$ cat src/qfts_pkg.sv
`timescale 1ns / 1ps
package qfts_pkg;

	// Input item kinds
	localparam logic MODE_ENQ = 1'b0;
	localparam logic MODE_DEQ = 1'b1;

	// Result codes
	localparam logic [1:0] RC_OK    = 2'd0;
	localparam logic [1:0] RC_EMPTY = 2'd1;
	localparam logic [1:0] RC_FULL  = 2'd2;

	localparam int DATA_W = 32;

	// Commands from the controller to the datapath
	typedef struct packed {
		logic       push;      // write value on the input stack
		logic       xfer;      // one step of the input-to-output move
		logic       pop;       // read top of the output stack
		logic       load_res;  // load the result register
		logic       from_mem;  // result data comes from the output stack read
		logic [1:0] code;      // result code to load
	} cmd_t;

	// Status from the datapath to the controller
	typedef struct packed {
		logic in_full;
		logic in_empty;
		logic out_empty;
		logic xfer_done;
	} sts_t;

endpackage

$ cat src/qfts_ctrl.sv
`timescale 1ns / 1ps
module qfts_ctrl (
	input  logic           clk,
	input  logic           arst_n,
	input  logic           in_valid,
	output logic           in_stall,
	input  logic           mode,
	output logic           out_valid,
	input  logic           out_stall,
	output qfts_pkg::cmd_t cmd,
	input  qfts_pkg::sts_t sts
);

	import qfts_pkg::*;

	localparam logic [2:0] S_IDLE = 3'd0;
	localparam logic [2:0] S_XFER = 3'd1;
	localparam logic [2:0] S_POP  = 3'd2;
	localparam logic [2:0] S_RESP = 3'd3;

	logic [2:0] state_q;
	logic [2:0] state_d;
	logic [1:0] code_q;
	logic [1:0] code_d;
	logic       from_mem_q;
	logic       from_mem_d;
	logic       ovalid_q;
	logic       accept;
	logic       out_free;

	assign in_stall = (state_q != S_IDLE);
	assign accept   = in_valid && !in_stall;
	assign out_free = !ovalid_q || !out_stall;

	always_comb begin
		state_d    = state_q;
		code_d     = code_q;
		from_mem_d = from_mem_q;
		cmd        = '0;
		cmd.code   = code_q;
		cmd.from_mem = from_mem_q;
		case (state_q)
			S_IDLE: begin
				if (accept) begin
					state_d    = S_RESP;
					code_d     = RC_OK;
					from_mem_d = 1'b0;
					if (mode == MODE_ENQ) begin
						if (sts.in_full) begin
							code_d = RC_FULL;
						end else begin
							cmd.push = 1'b1;
						end
					end else if (!sts.out_empty) begin
						state_d    = S_POP;
						from_mem_d = 1'b1;
					end else if (!sts.in_empty) begin
						state_d    = S_XFER;
						from_mem_d = 1'b1;
					end else begin
						code_d = RC_EMPTY;
					end
				end
			end
			S_XFER: begin
				cmd.xfer = 1'b1;
				if (sts.xfer_done) begin
					state_d = S_POP;
				end
			end
			S_POP: begin
				cmd.pop = 1'b1;
				state_d = S_RESP;
			end
			S_RESP: begin
				if (out_free) begin
					cmd.load_res = 1'b1;
					state_d      = S_IDLE;
				end
			end
			default: begin
				state_d = S_IDLE;
			end
		endcase
	end

	always_ff @(posedge clk or negedge arst_n) begin
		if (!arst_n) begin
			state_q    <= S_IDLE;
			code_q     <= RC_OK;
			from_mem_q <= 1'b0;
			ovalid_q   <= 1'b0;
		end else begin
			state_q    <= state_d;
			code_q     <= code_d;
			from_mem_q <= from_mem_d;
			if (cmd.load_res) begin
				ovalid_q <= 1'b1;
			end else if (!out_stall) begin
				ovalid_q <= 1'b0;
			end
		end
	end

	assign out_valid = ovalid_q;

endmodule

$ cat config.mk
export PLATFORM = sky130hd
export DESIGN_NAME = qfts_ctrl
export DESIGN_NICKNAME = d
export VERILOG_FILES = /design/src/qfts_pkg.sv /design/src/qfts_ctrl.sv
export SDC_FILE = /design/constraint.sdc
export NUM_CORES = 1
export LEC_CHECK = 0
export BUFFER_PORTS_ARGS = -buffer_cell sky130_fd_sc_hd__buf_2
export CORE_AREA = 2 2 39 41
export DETAILED_ROUTE_END_ITERATION = 8
export DIE_AREA = 0 0 41 43
export MAX_ROUTING_LAYER = met4
export PLACE_DENSITY = 0.57
export SETUP_SLACK_MARGIN = 0.1
export SLEW_MARGIN = 10
export SYNTH_ARGS = -nofsm -noshare
export SYNTH_HDL_FRONTEND = slang
export SYNTH_SLANG_ARGS = --single-unit
$ cat constraint.sdc
create_clock -name clk -period 2.41 [get_ports clk]
set_clock_uncertainty 0.05 [all_clocks]
set_input_delay 0.482 -clock clk [delete_from_list [all_inputs] [get_ports clk]]
set_output_delay 0.482 -clock clk [all_outputs]
set_load 0.01 [all_outputs]
== Word-level counts from Yosys, hierarchy flattened ==
Cells that the tools add are included.
Cells by class
  equality and inequality tests: 7
  mux-type cells: 24
  reductions and logical operators: 9
Operators by type and width (count)
  two-way mux 1 bit: 15
  case mux 3 bit (4 select lines): 1
  two-way mux 2 bit: 5
  two-way mux 3 bit: 3
  == test 3 x 2 -> 1 bit, second input constant: 2
  inequality test 2 bit, second input constant: 3
  == test 3 x 1 -> 1 bit, second input constant: 1
  logical NOT 1 bit: 3
  logical NOT 3 bit: 1
  AND reduction 3 bit: 1
  nonzero test 3 bit: 1
  inequality test 2 x 1 -> 1 bit, second input constant: 1
  AND reduction 2 bit: 1
  logical AND 1 bit: 1
  logical OR 1 bit: 1
Word-level totals
  flip-flop bits (word level): 7
  input port bits: 9
  logic and storage cells: 44

== Depth between registers and ports, before layout ==
  depth in word-level cells: 5
  gate-level depth with buffers: 5
  depth with buffers taken out: 5

== Worst setup path before layout ==
Ideal clock, no wire load.
  path type: register to output
  from: register state_q[1]
  to: output cmd[6] (netlist name)
  data arrival time: 1287 ps
  required time: 1878 ps
  slack: 591 ps
  cell stages (with the launch flop): 5
  path buffers: 0
  cell sequence: dfrtp_1 > inv_1 > ha_1 > nand2_1 > nor4b_1
RTL lines
  from (decl): RTL line qfts_ctrl.sv:21  | logic [2:0] state_q;
  from (signal assigned): RTL line qfts_ctrl.sv:94  | state_q <= state_d;
  to (decl): RTL line qfts_ctrl.sv:10  | output qfts_pkg::cmd_t cmd,

==> results by group <==
Run status
  • Status: complete, no violations

Setup path
  • Crit end category: output pin
  • Critical path required time: 1.88 ns
  • Arr. time, crit path: 1.56 ns
  • Crit-path max FO: 7
  • CP Launch Type: flop
  • WP buf/inv: 2
  • Crit path largest cell delay: 0.41 ns
  • Worst-path cell chain: inv_1, ha_1, nand2_1, nor4b_2, buf_2
  • Crit path kind: flop to output pin
  • Critical-path top delay cell: dfrtp_1
  • Top Family by Delay on Critical Path: flip-flops

Power
  • Seq pwr share: 0.310
  • Leak: 0.0002734 uW
  • Comb pwr share: 0.545
  • Peak supply drop: 458.9 uV
  • Switching power: 237.1 uW
  • Pwr dens: 1159 mW/mm^2
  • Pint: 366.1 uW
  • Sw Ratio: 0.3931
  • Clock Power Share: 0.145

Global routing
  • Met2 global-route usage: 0.1656
  • Global-route usage over all layers: 0.1190
  • Met3 Usage GRT: 0.01571
  • Busiest layer in global routing: met2
  • Global route overflow: 0
  • Initial antenna violation count: 0
  • M1 GR Usage: 0.1443
  • Number of global-route vias before repair: 360
  • Largest net degree at the start of global routing: 8
  • Global-route wire length before repair: 1366 um

Logic synthesis
  • Count of different cell masters after synthesis: 21
  • Top-area cell type share of the netlist area: 0.3909
  • Synth top area cells: dfrtp_1 (39%), ha_1 (16%), mux2_4 (3.9%)
  • Gate Count Post-Synth: 38
  • Cell area after technology mapping: 384.1 um^2
  • Post-synthesis sequential area ratio: 0.3909
  • Syn Nets: 52
  • YS warnings: 0
  • Yosys reg bits: 6
  • Area leader, netlist: dfrtp_1
  • Mean Syn Cell Area: 10.11 um^2

Floorplanning
  • Die area: 0.001763 mm^2
  • Rows: 14
  • Core Region: 0.001384 mm^2
  • I/O Pins: 18
  • Die height: 43 um
  • Initial Util: 0.2776
  • Die Width: 41 um

Final layout
  • Filler cells: 140
  • Design area: 520.5 um^2
  • NumNets Final: 74
  • Multi-input gate area: 217.7 um^2
  • # diodes: 0
  • Share of layout cells above drive strength 1: 0.3966
  • Commonest non-fill, non-tap cell in the layout: buf_2
  • Commonest cells after routing, fill and taps aside: buf_2 (17), dfrtp_1 (6), ha_1 (5)
  • Register area: 150.1 um^2
  • Area Growth Syn to Fin: 35.50%

STA
  • F_max: 477.9 MHz
  • Final period utilization: 0.8682
  • Setup TNS: 0 ns
  • # setup viols final: 0
  • Final Hold Fails: 0
  • Actual slew at the worst max-slew pin: 0.2085 ns
  • Slew HR: 0.8606
  • Min Tclk post-route: 2.092 ns
  • Max-slew violations: 0
  • RSZ-0062 raised after global routing: false

Clock tree
  • CTS Buf Count: 3
  • H-tree Lvls: 1
  • CTS tree: yes
  • Clock Tree Buf Depth: 2
  • Clock Latency Late Sink: 0.24 ns
  • CTS sink cnt: 6
  • Clk slew on worst S/H paths: 0.04 ns
  • CTS root buf: clkbuf_4
  • Post-CTS setup buffers: 0

Flow run
  • MaxCap Viol Count: 0

Placed design
  • GP Congestion: 0.7325
  • Half-perimeter wire length after placement: 656.4 um
  • Buffers on Ports: 17
  • Post-Place Cell Area: 481.7 um^2

Min path
  • HP Class: flop to flop

Routing
  • Final wirelength: 784 um
  • Initial DRC Count: 5
  • Residual DRC: 0
  • First-pass DRT Iterations: 2
  • Wire per inst: 10.59 um
  • Vias: 331
  • Post-DRT Antenna Nets: 0
  • Vias per Instance: 4.473
[synthesized netlist by cell type]
library cell,number
o22ai_1,2
a21oi_1,2
a21boi_0,1
nand3b_1,1
o21ai_0,2
buf_4,1
dfrtp_1,6
nand3_1,2
mux2_4,1
inv_2,1
o221a_1,1
a21o_1,1
nor2b_1,1
o32ai_1,1
ha_1,5
inv_1,3
a22o_1,1
or2b_1,1
nand2_1,3
nor4b_1,1
nand2b_1,1
[layer usage]
metal / wire length [um] / vias up / share of wire
li1: - / 176 / -
met1: 358 / 150 / 0.46
met2: 398 / 5 / 0.51
met3: 28 / 0 / 0.036
met4: 0 / 0 / 0
met5: 0 / - / 0
[worst min-delay path, cell delays in order (launching register included)]
cell	delay [ns]
dfrtp_1	0.33
nand2_1	0.05
o21ai_0	0.06
[per-stage QoR]
step / power [uW] / std cells / hold WS (ns) / setup slack, ns / util
2_1_floorplan: 422.7 / 38 / 0.1364 / 0.5908 / -
3_3_place_gp: 513.5 / 70 / 0.2598 / 0.5808 / 0.3481
3_5_place_dp: 515.1 / 70 / 0.2596 / 0.5338 / 0.3481
4_1_cts: 609.4 / 74 / 0.4190 / 0.2656 / 0.3716
5_1_grt: 669.5 / 74 / 0.4416 / 0.1168 / 0.3761
6_report: 603.3 / 74 / 0.4203 / 0.3177 / 0.3761
[cell families after synthesis]
group                    synth area share
AO/OA/AOI/OAI                      0.1987
AND/OR/NAND/NOR                    0.1499
flip-flops                         0.3909
buffers and inverters             0.05863
adder cells (fa/ha/maj)            0.1629
multiplexers                      0.03908
[area by class of cell]
type,count,area share
multi-input combinational,27,0.4183
tap,16,0.03846
sequential,6,0.2885
clock buffer,3,0.04327
inverter,4,0.02885
timing repair buffer,18,0.1827
[power by group through the flow]
| stage | clock network [uW] | registers [uW] | logic (uW) |
|---|---|---|---|
| after global routing | 100 | 196 | 373 |
| after global placement | 0 | 188 | 325 |
| after floorplan | 0 | 190 | 233 |
| after CTS | 93.0 | 188 | 329 |
| final | 87.4 | 187 | 329 |
| after detailed placement | 0 | 189 | 326 |
[worst paths after layout]
kind / from / endpoint / slack, ns / cells past startpoint
worst max-delay path: state_q[1] / cmd[6] / 0.32 / 5
min in group asynchronous: arst_n / state_q[0] / 0.55 / 2
worst min-delay path: code_q[0] / code_q[0] / 0.42 / 2
worst min register to register: code_q[0] / code_q[0] / 0.42 / 2
worst max register to register: state_q[1] / state_q[0] / 0.82 / 5
max in group asynchronous: arst_n / code_q[0] / 1.62 / 2
[sequential cells by signal (all words and copies together) (netlist names)]
name and cells:
code_q 2, state_q 2, out_valid 1, from_mem_q 1
[timing repair]
action                                  in CTS  in global routing
hold endpoints to repair                     3                  0
endpoints found under the setup margin       0                  1
hold buffers                                 1                  0
gates resized for setup                      0                  1
(Power assumes the default switching activity.)
